--- src/rtl/slc_pkg.sv ---
// shared types and constants for the two-cluster single-linkage splitter
`default_nettype none
package slc_pkg;

   localparam int MAX_SAMPLES = 256;
   localparam int IDX_W       = 8;
   localparam int CNT_W       = 9;
   localparam int VAL_W       = 8;
   localparam int DIST_W      = 9;

   localparam logic [DIST_W-1:0] NO_DIST = {DIST_W{1'b1}};
   localparam logic [CNT_W-1:0]  MAX_CNT = CNT_W'(MAX_SAMPLES);
   localparam logic [CNT_W-1:0]  MIN_GROUPS = CNT_W'(2);

   localparam logic FUNC_LOAD = 1'b0;
   localparam logic FUNC_READ = 1'b1;

   typedef struct packed {
      logic              take;
      logic [DIST_W-1:0] gap;
      logic [IDX_W-1:0]  lo;
      logic [IDX_W-1:0]  hi;
   } cmp_res_type;

   typedef struct packed {
      logic              overflow;
      logic              clustered;
      logic [CNT_W-1:0]  loaded_count;
      logic              index_valid;
      logic              label;
   } result_type;

endpackage
`default_nettype wire

--- src/rtl/slc_cmp.sv ---
// shared pair compare unit: distance and tie-ordered best-pair test
`default_nettype none
module slc_cmp (
   input  wire logic [slc_pkg::VAL_W-1:0]  sample_a,
   input  wire logic [slc_pkg::VAL_W-1:0]  sample_b,
   input  wire logic [slc_pkg::IDX_W-1:0]  leader_a,
   input  wire logic [slc_pkg::IDX_W-1:0]  leader_b,
   input  wire logic [slc_pkg::DIST_W-1:0] best_dist,
   input  wire logic [slc_pkg::IDX_W-1:0]  best_lo,
   input  wire logic [slc_pkg::IDX_W-1:0]  best_hi,
   output      slc_pkg::cmp_res_type       res
);

   logic [slc_pkg::VAL_W-1:0]  diff;
   logic [slc_pkg::DIST_W-1:0] gap;
   logic [slc_pkg::IDX_W-1:0]  lo;
   logic [slc_pkg::IDX_W-1:0]  hi;
   logic                       better;

   always_comb begin
      diff = (sample_a > sample_b) ? (sample_a - sample_b) : (sample_b - sample_a);
      gap  = slc_pkg::DIST_W'(diff);
      lo   = (leader_a < leader_b) ? leader_a : leader_b;
      hi   = (leader_a < leader_b) ? leader_b : leader_a;
      better = (gap < best_dist) ||
               ((gap == best_dist) && ((lo < best_lo) || ((lo == best_lo) && (hi < best_hi))));
      res.take = (leader_a != leader_b) && better;
      res.gap  = gap;
      res.lo   = lo;
      res.hi   = hi;
   end

endmodule
`default_nettype wire

--- config.mk ---
export PLATFORM = sky130hd
export DESIGN_NAME = slc_cmp
export DESIGN_NICKNAME = d
export VERILOG_FILES = /design/src/rtl/slc_pkg.sv /design/src/rtl/slc_cmp.sv
export SDC_FILE = /design/constraint.sdc
export NUM_CORES = 1
export LEC_CHECK = 0
export BUFFER_PORTS_ARGS = -buffer_cell sky130_fd_sc_hd__buf_2
export CORE_MARGIN = 1
export CORE_UTILIZATION = 53
export DETAILED_ROUTE_END_ITERATION = 10
export PLACE_DENSITY = 0.91
export SETUP_SLACK_MARGIN = 0.05
export SLEW_MARGIN = 0
export SYNTH_ARGS = -nofsm -noshare
export SYNTH_HDL_FRONTEND = slang
export SYNTH_SLANG_ARGS = --single-unit
--- constraint.sdc ---
create_clock -name vclk -period 8.9
set_input_delay 1.78 -clock vclk [all_inputs]
set_output_delay 1.78 -clock vclk [all_outputs]
set_load 0.005 [all_outputs]
==> impl_results.md <==
- Vias/cell: 5.13
- Maxcap violations: 0
- Ports: 83
- Initial core utilization: 0.556
- Num sequential: 0
- Register Area: 0 sq um
- Post_cts resized: 0
- Max-slew violations: 0
- Total chip power: 152 uW
- Most frequent cell after synthesis: inv_1
- CP required: 7.12 ns
- Sw frac: 0.514
- Pwr Density: 72.4 nW/um^2
- Post-CTS setup repair buffer count: 0
- Drt pass-1 iters: 4
- Final WS setup: 1.79 ns
- Yosys top cell area share: 0.342
- Worst slew pin tran: 0.811 ns
- WS Path Type: input pin to output port
- HP Class: input pin to output port
- Synthesized area: 1680 sq um
- Reg power frac: 0
- Antenna violations before repair: 0
- Horiz. Die Dim: 58.4 um
- Grt ovf: 0
- First-pass GRT wire length: 6.37 mm
- Net count, final: 415
- Die ar.: 3400 sq um
- Syn Area/Cell: 7.25 sq um
- Top cells by area, synth: ha_1, inv_1, mux2_2, o21ai_0, a21o_1
- Worst Setup End Kind: output port
- Max_slew headroom: 0.460
- Register area share after synthesis: 0
- Hold_ws: 3.90 ns
- Clock share of power: 0
- Area Overhead vs Synth: 25.1%
- Synthesized instance count: 232
- CP arrival: 5.33 ns
- Core area: 3030 sq um
- Routed Antenna Nets: 0
- Post-route setup TNS: 0 ns
- Crit path launch type: input pin
- GRT Overall Usage: 0.230
- Achievable Freq: 141 MHz
- Peak VDD IR: 0.0340 mV
- Total number of vias: 1805
- Post-route clock period utilization: 0.798
- Syn nets: 337
- Status: complete, no violations
- Synth cell count leaders: inv_1, ha_1, o21ai_0
- Number of global-route vias before repair: 1615
- Combinational Power Share: 1.000
- Yosys warning count: 0
- Final hold viol count: 0
- Detailed-route wire length: 3.83 mm
- Min Clock Period, post-route: 7.11 ns
- Final setup vio count: 0
- Clock buffers: 0
- Die height: 58.4 um
- Std-Cell Rows: 20
- Worst-path maximum fanout: 12
- IO buf count: 82
- WL/cell: 10.9 um
- Leak: 0.00129 uW
- Worst slack, placed: 1.79 ns
- Gpl congestion: 0.888
- Iter 0 DRT Violations: 57
- RSZ-0062 raised after global routing: no
- Share of cells above drive strength 1: 0.321
- Post-DP HPWL: 3.50 mm
- Inserted Diodes: 0
- Cell taking the most area after synthesis: ha_1
- Synth cell types: 39
- Largest net degree at the start of global routing: 25
- Psw: 78.3 uW
- Internal: 74.0 uW
- Remaining DRCs: 0
- Post-CTS Hold Fix Bufs: 0
-- final timing paths --
| check | slack [ns] | end | startpoint | cells after the start |
|---|---|---|---|---|
| setup / recovery | 1.79 | res[25] | sample_a[0] | 18 |
| hold / removal | 3.90 | res[15] | leader_b[7] | 3 |
-- worst max-delay path: stages --
cell and delay (ns):
buf_2 0.11, inv_1 0.05, ha_1 0.16, inv_1 0.06
fa_1 0.38, nand3_1 0.11, a21oi_2 0.06, o22ai_2 0.51
mux2_2 0.40, a211o_1 0.24, a21oi_2 0.15, xnor2_1 0.09
ha_1 0.28, nand4b_1 0.12, nor4_1 0.38, o2111ai_1 0.15
o21ai_0 0.15, buf_2 0.13
-- metrics by stage --
| stage | util | cells | cell area, sq um |
|---|---|---|---|
| after global placement | 0.695 | 352 | 2110 |
| final | 0.695 | 352 | 2110 |
| after global routing | 0.695 | 352 | 2110 |
| after floorplan | - | 232 | 1680 |
| after detailed placement | 0.695 | 352 | 2110 |
| after CTS | 0.695 | 352 | 2110 |
-- cell families after synthesis --
logic type / share of synthesized area
compound gates: 0.210
buf+inv: 0.137
fa+ha+maj: 0.366
simple gates: 0.144
mux: 0.110
xor+xnor: 0.0312
other cells: 0.00223
-- metal layers --
metal  wire length (um)  share of wire  global-route usage
met5                  0              0                   0
met4                 14         0.0037              0.0170
met3                184          0.048              0.0154
met2               2030           0.53               0.484
met1               1600           0.42               0.256
-- power by group through the flow --
stage	sequential, uW	clock [uW]	combinational (uW)
floorplan	0	0	102
global placement	0	0	149
detailed placement	0	0	152
CTS	0	0	153
global route	0	0	173
finish	0	0	152
-- final cells by class --
| class | count | area (sq um) |
|---|---|---|
| timing repair buffer | 82 | 410 |
| tap | 44 | 55.1 |
| multi-input combinational | 176 | 1450 |
| fill | 284 | 922 |
| inverter | 50 | 188 |
-- placed cells by master, fill, tap and decap left out --
master and instances:
nand3b_1 1, nor4_1 1, a21oi_2 2, nor3_1 1, nand4b_1 1, mux2_2 12, a21oi_1 11, nor2b_1 5
nand2b_1 1, mux2i_1 5, a211o_1 1, nand3_2 1, xnor2_1 4, o21ai_1 1, nor2_1 10, buf_2 82
and2_1 1, inv_1 50, a211oi_1 2, conb_1 1, and4_1 2, a21o_1 8, o21bai_1 1, o21ai_0 20
and2_4 1, fa_1 2, o2111ai_1 1, a31oi_1 4, nand2_1 15, ha_1 46, nand3_1 2, and3_1 1
xor2_1 2, nand4_1 4, o22ai_2 1, o21a_1 5
(Power assumes the default switching activity.)
