==> config.mk <==
export PLATFORM = sky130hd
export DESIGN_NAME = slc_ram
export DESIGN_NICKNAME = d
export VERILOG_FILES = /design/src/rtl/slc_ram.sv
export SDC_FILE = /design/constraint.sdc
export NUM_CORES = 2
export LEC_CHECK = 0
export BUFFER_PORTS_ARGS = -buffer_cell sky130_fd_sc_hd__clkbuf_2
export CAP_MARGIN = 10
export CELL_PAD_IN_SITES_DETAIL_PLACEMENT = 1
export CELL_PAD_IN_SITES_GLOBAL_PLACEMENT = 1
export CORE_UTILIZATION = 30
export DETAILED_ROUTE_END_ITERATION = 7
export PLACE_DENSITY_LB_ADDON = 0.05
export RECOVER_POWER = 100
export SKIP_CTS_REPAIR_TIMING = 1
export SYNTH_ARGS = -nofsm -noshare
export SYNTH_HDL_FRONTEND = slang
export SYNTH_SLANG_ARGS = --single-unit
==> constraint.sdc <==
create_clock -name clock -period 2.59 [get_ports clock]
set_input_delay 0.259 -clock clock [delete_from_list [all_inputs] [get_ports clock]]
set_output_delay 0.259 -clock clock [all_outputs]
set_load 0.01 [all_outputs]
==> src/rtl/slc_ram.sv <==
// generic single-write, single-read ram with registered read data
`default_nettype none
module slc_ram #(
   parameter int WIDTH = 8,
   parameter int DEPTH = 256
) (
   input  wire logic                     clock,
   input  wire logic                     wr_en,
   input  wire logic [$clog2(DEPTH)-1:0] wr_addr,
   input  wire logic [WIDTH-1:0]         wr_data,
   input  wire logic [$clog2(DEPTH)-1:0] rd_addr,
   output      logic [WIDTH-1:0]         rd_data
);

   logic [WIDTH-1:0] mem_ff [DEPTH];

   always_ff @(posedge clock) begin
      if (wr_en) begin
         mem_ff[wr_addr] <= wr_data;
      end
      rd_data <= mem_ff[rd_addr];
   end

endmodule
`default_nettype wire

==> impl_results.md <==
* Outcome: finished with violations
* Failing checks: capacitance limit, slew limit
* Slew at the pin closest to its max-slew limit at roughly 2000 ps
* Placed cell areas at between 0.08 and 0.09 mm2
* Drt drc at 0
* Initial core utilization at 30.25%
* Vias in the first global route at 43720
* Die Ht at 517.0 um
* Area Growth Syn to Fin at 20.19%
* Initial drt markers at around 3300
* Cell depth of the worst hold path at 4
* GRT Util Overall at between 10% and 20%
* Mapped Area at 0.07956 mm2
* CTS clk-pin slew, worst paths at 60 ps
* Row count at 188
* Power density cells at 765.4 mW/mm2
* Mean Syn Cell Area at 21.31 um2
* First-pass iteration count of the detailed router at 7
* Post-detail-place hpwl at 170.4 mm
* LEAKAGE at 29.99 nW
* FF+latch count, synth at between 2000 and 2500
* I/O pin cnt at 34
* Sequential Area at 0.06166 mm2
* Routed Antenna Nets at 0
* Crit path max-delay family: simple AND/OR/NAND/NOR gates
* Max Transition Viols Final at around 430
* Combinational share of power at around 5.7%
* Die W at 517.0 um
* Share of the synthesized area in the top cell type at just under 80%
* IO Port Bufs at 33
* Post-synth top flop: edfxtp_1
* Min cycle time layout at 2567 ps
* Mux share of post-synthesis cell area at between 10 and 15%
* Area contributors post-synth: edfxtp_1 (77%), mux4_2 (13%), mux2i_1 (1.7%), nor2_1 (1.3%), a22oi_1 (1.3%)
* Adder-cell share of the synthesized area at 0%
* Critical path class: reg -> reg
* Routed wire per std cell at 30.95 um
* Initial antenna violation count at 20
* Footprint of the multi-input gates at 0.01652 mm2
* Syn Nets at 3759
* Worst skew pair latency at 860 ps
* Final hold vios at 0
* Synth Area in XOR/XNOR at 0%
* CP max stage cell: nor4_1
* Overall Power at 73.19 mW
* Worst R2R Path Depth at 7
* Post-synth top area cell: edfxtp_1
* Max IR drop VDD at ~0.78 mV
* Worst setup path endpoint: rd_data[5]
* CP max FO at 1
* Synth Area in Simple Gates at 2.628%
* Num CTS Buffers at 227
* CP Cell Sequence: mux4_2, a22oi_1, a21oi_1, clkbuf_4, nor4_1, buf_4, nor4_1
* Max Cap Violations at 7
* Core area at 0.2630 mm2
* Cells after synthesis at 3733
* Layout cells sized above 1 at 28.68%
* Sequential share of the synthesized area at between 70 and 80%
* Period utilization at 99.10%
* Via count at 40520
* Synth async-reset ratio at 0%
* Reg2reg end: rd_data[5]
* Switching part of the total at 21.94%
* Slack of the critical path at roughly 23 ps
* Setup violators final at 0
* TritonCTS clock tree: done
* Largest family of logic cells by synthesized area: multiplexers
* Crit path launch: mem_ff[175][5]
* Synth Area in Compound Gates at 3.419%
* Root buf cell: clkbuf_16
* WP depth at 7
* Cell mode on critical path: nor4_1
* Internal Dissipation at 57.13 mW
* Seq pwr share at 50.2%
* Synth unique cells at 55
* Synth Warn # at 0
* Nets@finish at 4480
* R2R Path Start: mem_ff[175][5]
* Longest Clk Path Bufs at 3
* Worst path arrival time at 3290 ps
* P_sw at 16.06 mW
* EDFF count, synth at just over 2000
* Worst Setup End Kind: flop
* Critical path buffer and inverter count at 2
* Max incr delay on CP at 640 ps
* Clock power frac at between 40% and 50%
* First-pass GRT wire length at 352.3 mm
* Worst setup SP type: flop
* Pre-CTS setup slack at -995.9 ps
* Die area at 0.2673 mm2
* # fillers at 25700
* Worst path required time at 3310 ps
* Clk sinks at approximately 2000
* Routability congestion estimate at 0.7996
* Largest net degree at the start of global routing at a little under 80
* R2R Setup Slk at approximately 23 ps
* Fmax achieved at between 0.3 and 0.4 GHz
* H-tree levels at 4
* Remaining global-route overflow at 0
* Finished Cell Area at 0.09562 mm2
* Worst Hold Class: in -> reg
* Routed WL at 252.7 mm
* Final setup skew at 54.58 ps
* Max-slew headroom at -33.24%
* Routed vias/inst at between 4 and 5
## power groups by stage
stage          clock [mW]  combinational [mW]  sequential [mW]
2_1_floorplan           0                1.78             37.4
3_3_place_gp            0                4.32             37.4
3_5_place_dp            0                4.38             37.4
4_1_cts              33.1                4.39             36.7
5_1_grt              34.1                4.48             36.7
6_report             32.2                4.20             36.8
## cell families after synthesis
logic type | Yosys count
DFF | 2056
AOI/OAI and AO/OA | 385
and+or+nand+nor | 466
buffers and inverters | 235
muxes | 591
## stage by stage
stage | TNS [ps] | instances | hold slack (ps) | util (%)
after floorplan | 0 | 3733 | 357.9 | -
after global placement | -5614 | 7731 | 698.2 | 33.91
after CTS | -846.9 | 8151 | -231.4 | 36.73
after global routing | -10.82 | 8162 | 246.6 | 36.36
after detailed placement | -4960 | 7732 | 707.7 | 33.91
final | 0 | 8164 | 277.7 | 36.36
## worst min-delay path: cells and delay by family
family	cells	cell delay (ps)
buffers and inverters	2	420
AND/OR/NAND/NOR	2	240
## state kept, by name, summed over array words and instances (netlist names)
signal   count
mem_ff    2048
rd_data      8
## metal layers
| metal | vias to the layer above | GRT usage [%] | wire, um |
|---|---|---|---|
| li1 | 17180 | - | - |
| met1 | 22190 | 25.92 | 113300 |
| met2 | 874 | 31.89 | 124500 |
| met3 | 268 | 2.636 | 9801 |
| met4 | 0 | 4.498 | 5120 |
| met5 | - | 0 | 0 |
## cells in the final DEF, fill, tap and decap left out, types with 15 or more instances in the layout
master,count
edfxtp_1,2048
mux4_2,454
buf_4,373
nor2_1,279
clkbuf_1,232
clkbuf_16,228
mux2i_1,134
a22oi_1,133
a21oi_1,96
buf_12,82
clkbuf_2,53
clkinv_2,52
clkinv_1,51
o221ai_1,46
nand3_1,34
nand2_1,33
o22ai_1,28
nor2b_1,28
bufinv_16,27
nor4_1,24
nor3_1,20
a211oi_1,15
## synth_stat cells (3+ instances only)
library cell	count
nor2b_1	31
mux4_2	454
mux2i_1	134
nand2b_1	8
o22ai_1	28
nor3_1	22
buf_1	22
o21ai_0	10
o32ai_1	4
edfxtp_1	2048
a21oi_1	96
nor4_1	24
buf_12	8
buf_4	27
buf_6	21
a22oi_1	133
o221ai_1	46
a211oi_1	16
and2_1	6
or2_2	4
a221oi_1	13
nand4_1	10
clkbuf_1	111
nand3_1	34
o211ai_1	10
nor4_2	3
o22a_1	5
buf_2	31
a22o_1	8
nand2_1	33
dfxtp_1	8
buf_8	13
nor2_1	282
## worst min-delay path by stage
stage | start | endpoint
6_report | wr_addr[4] | mem_ff[247][1]
5_1_grt | wr_addr[4] | mem_ff[247][1]
4_1_cts | wr_data[0] | mem_ff[161][0]
3_5_place_dp | wr_data[2] | mem_ff[82][2]
3_3_place_gp | wr_data[2] | mem_ff[102][2]
2_1_floorplan | wr_data[0] | mem_ff[0][0]
## final cells by class
type | count | area share (%)
Inverter | 2 | 0.007851
Tap cell | 3515 | 4.600
Antenna cell | 5 | 0.01309
Multi-Input combinational cell | 1442 | 17.28
Clock buffer | 264 | 6.140
Sequential cell | 2056 | 64.49
Timing Repair Buffer | 725 | 5.883
Clock inverter | 155 | 1.593
Note: power is estimated with default switching activity, not from simulation.
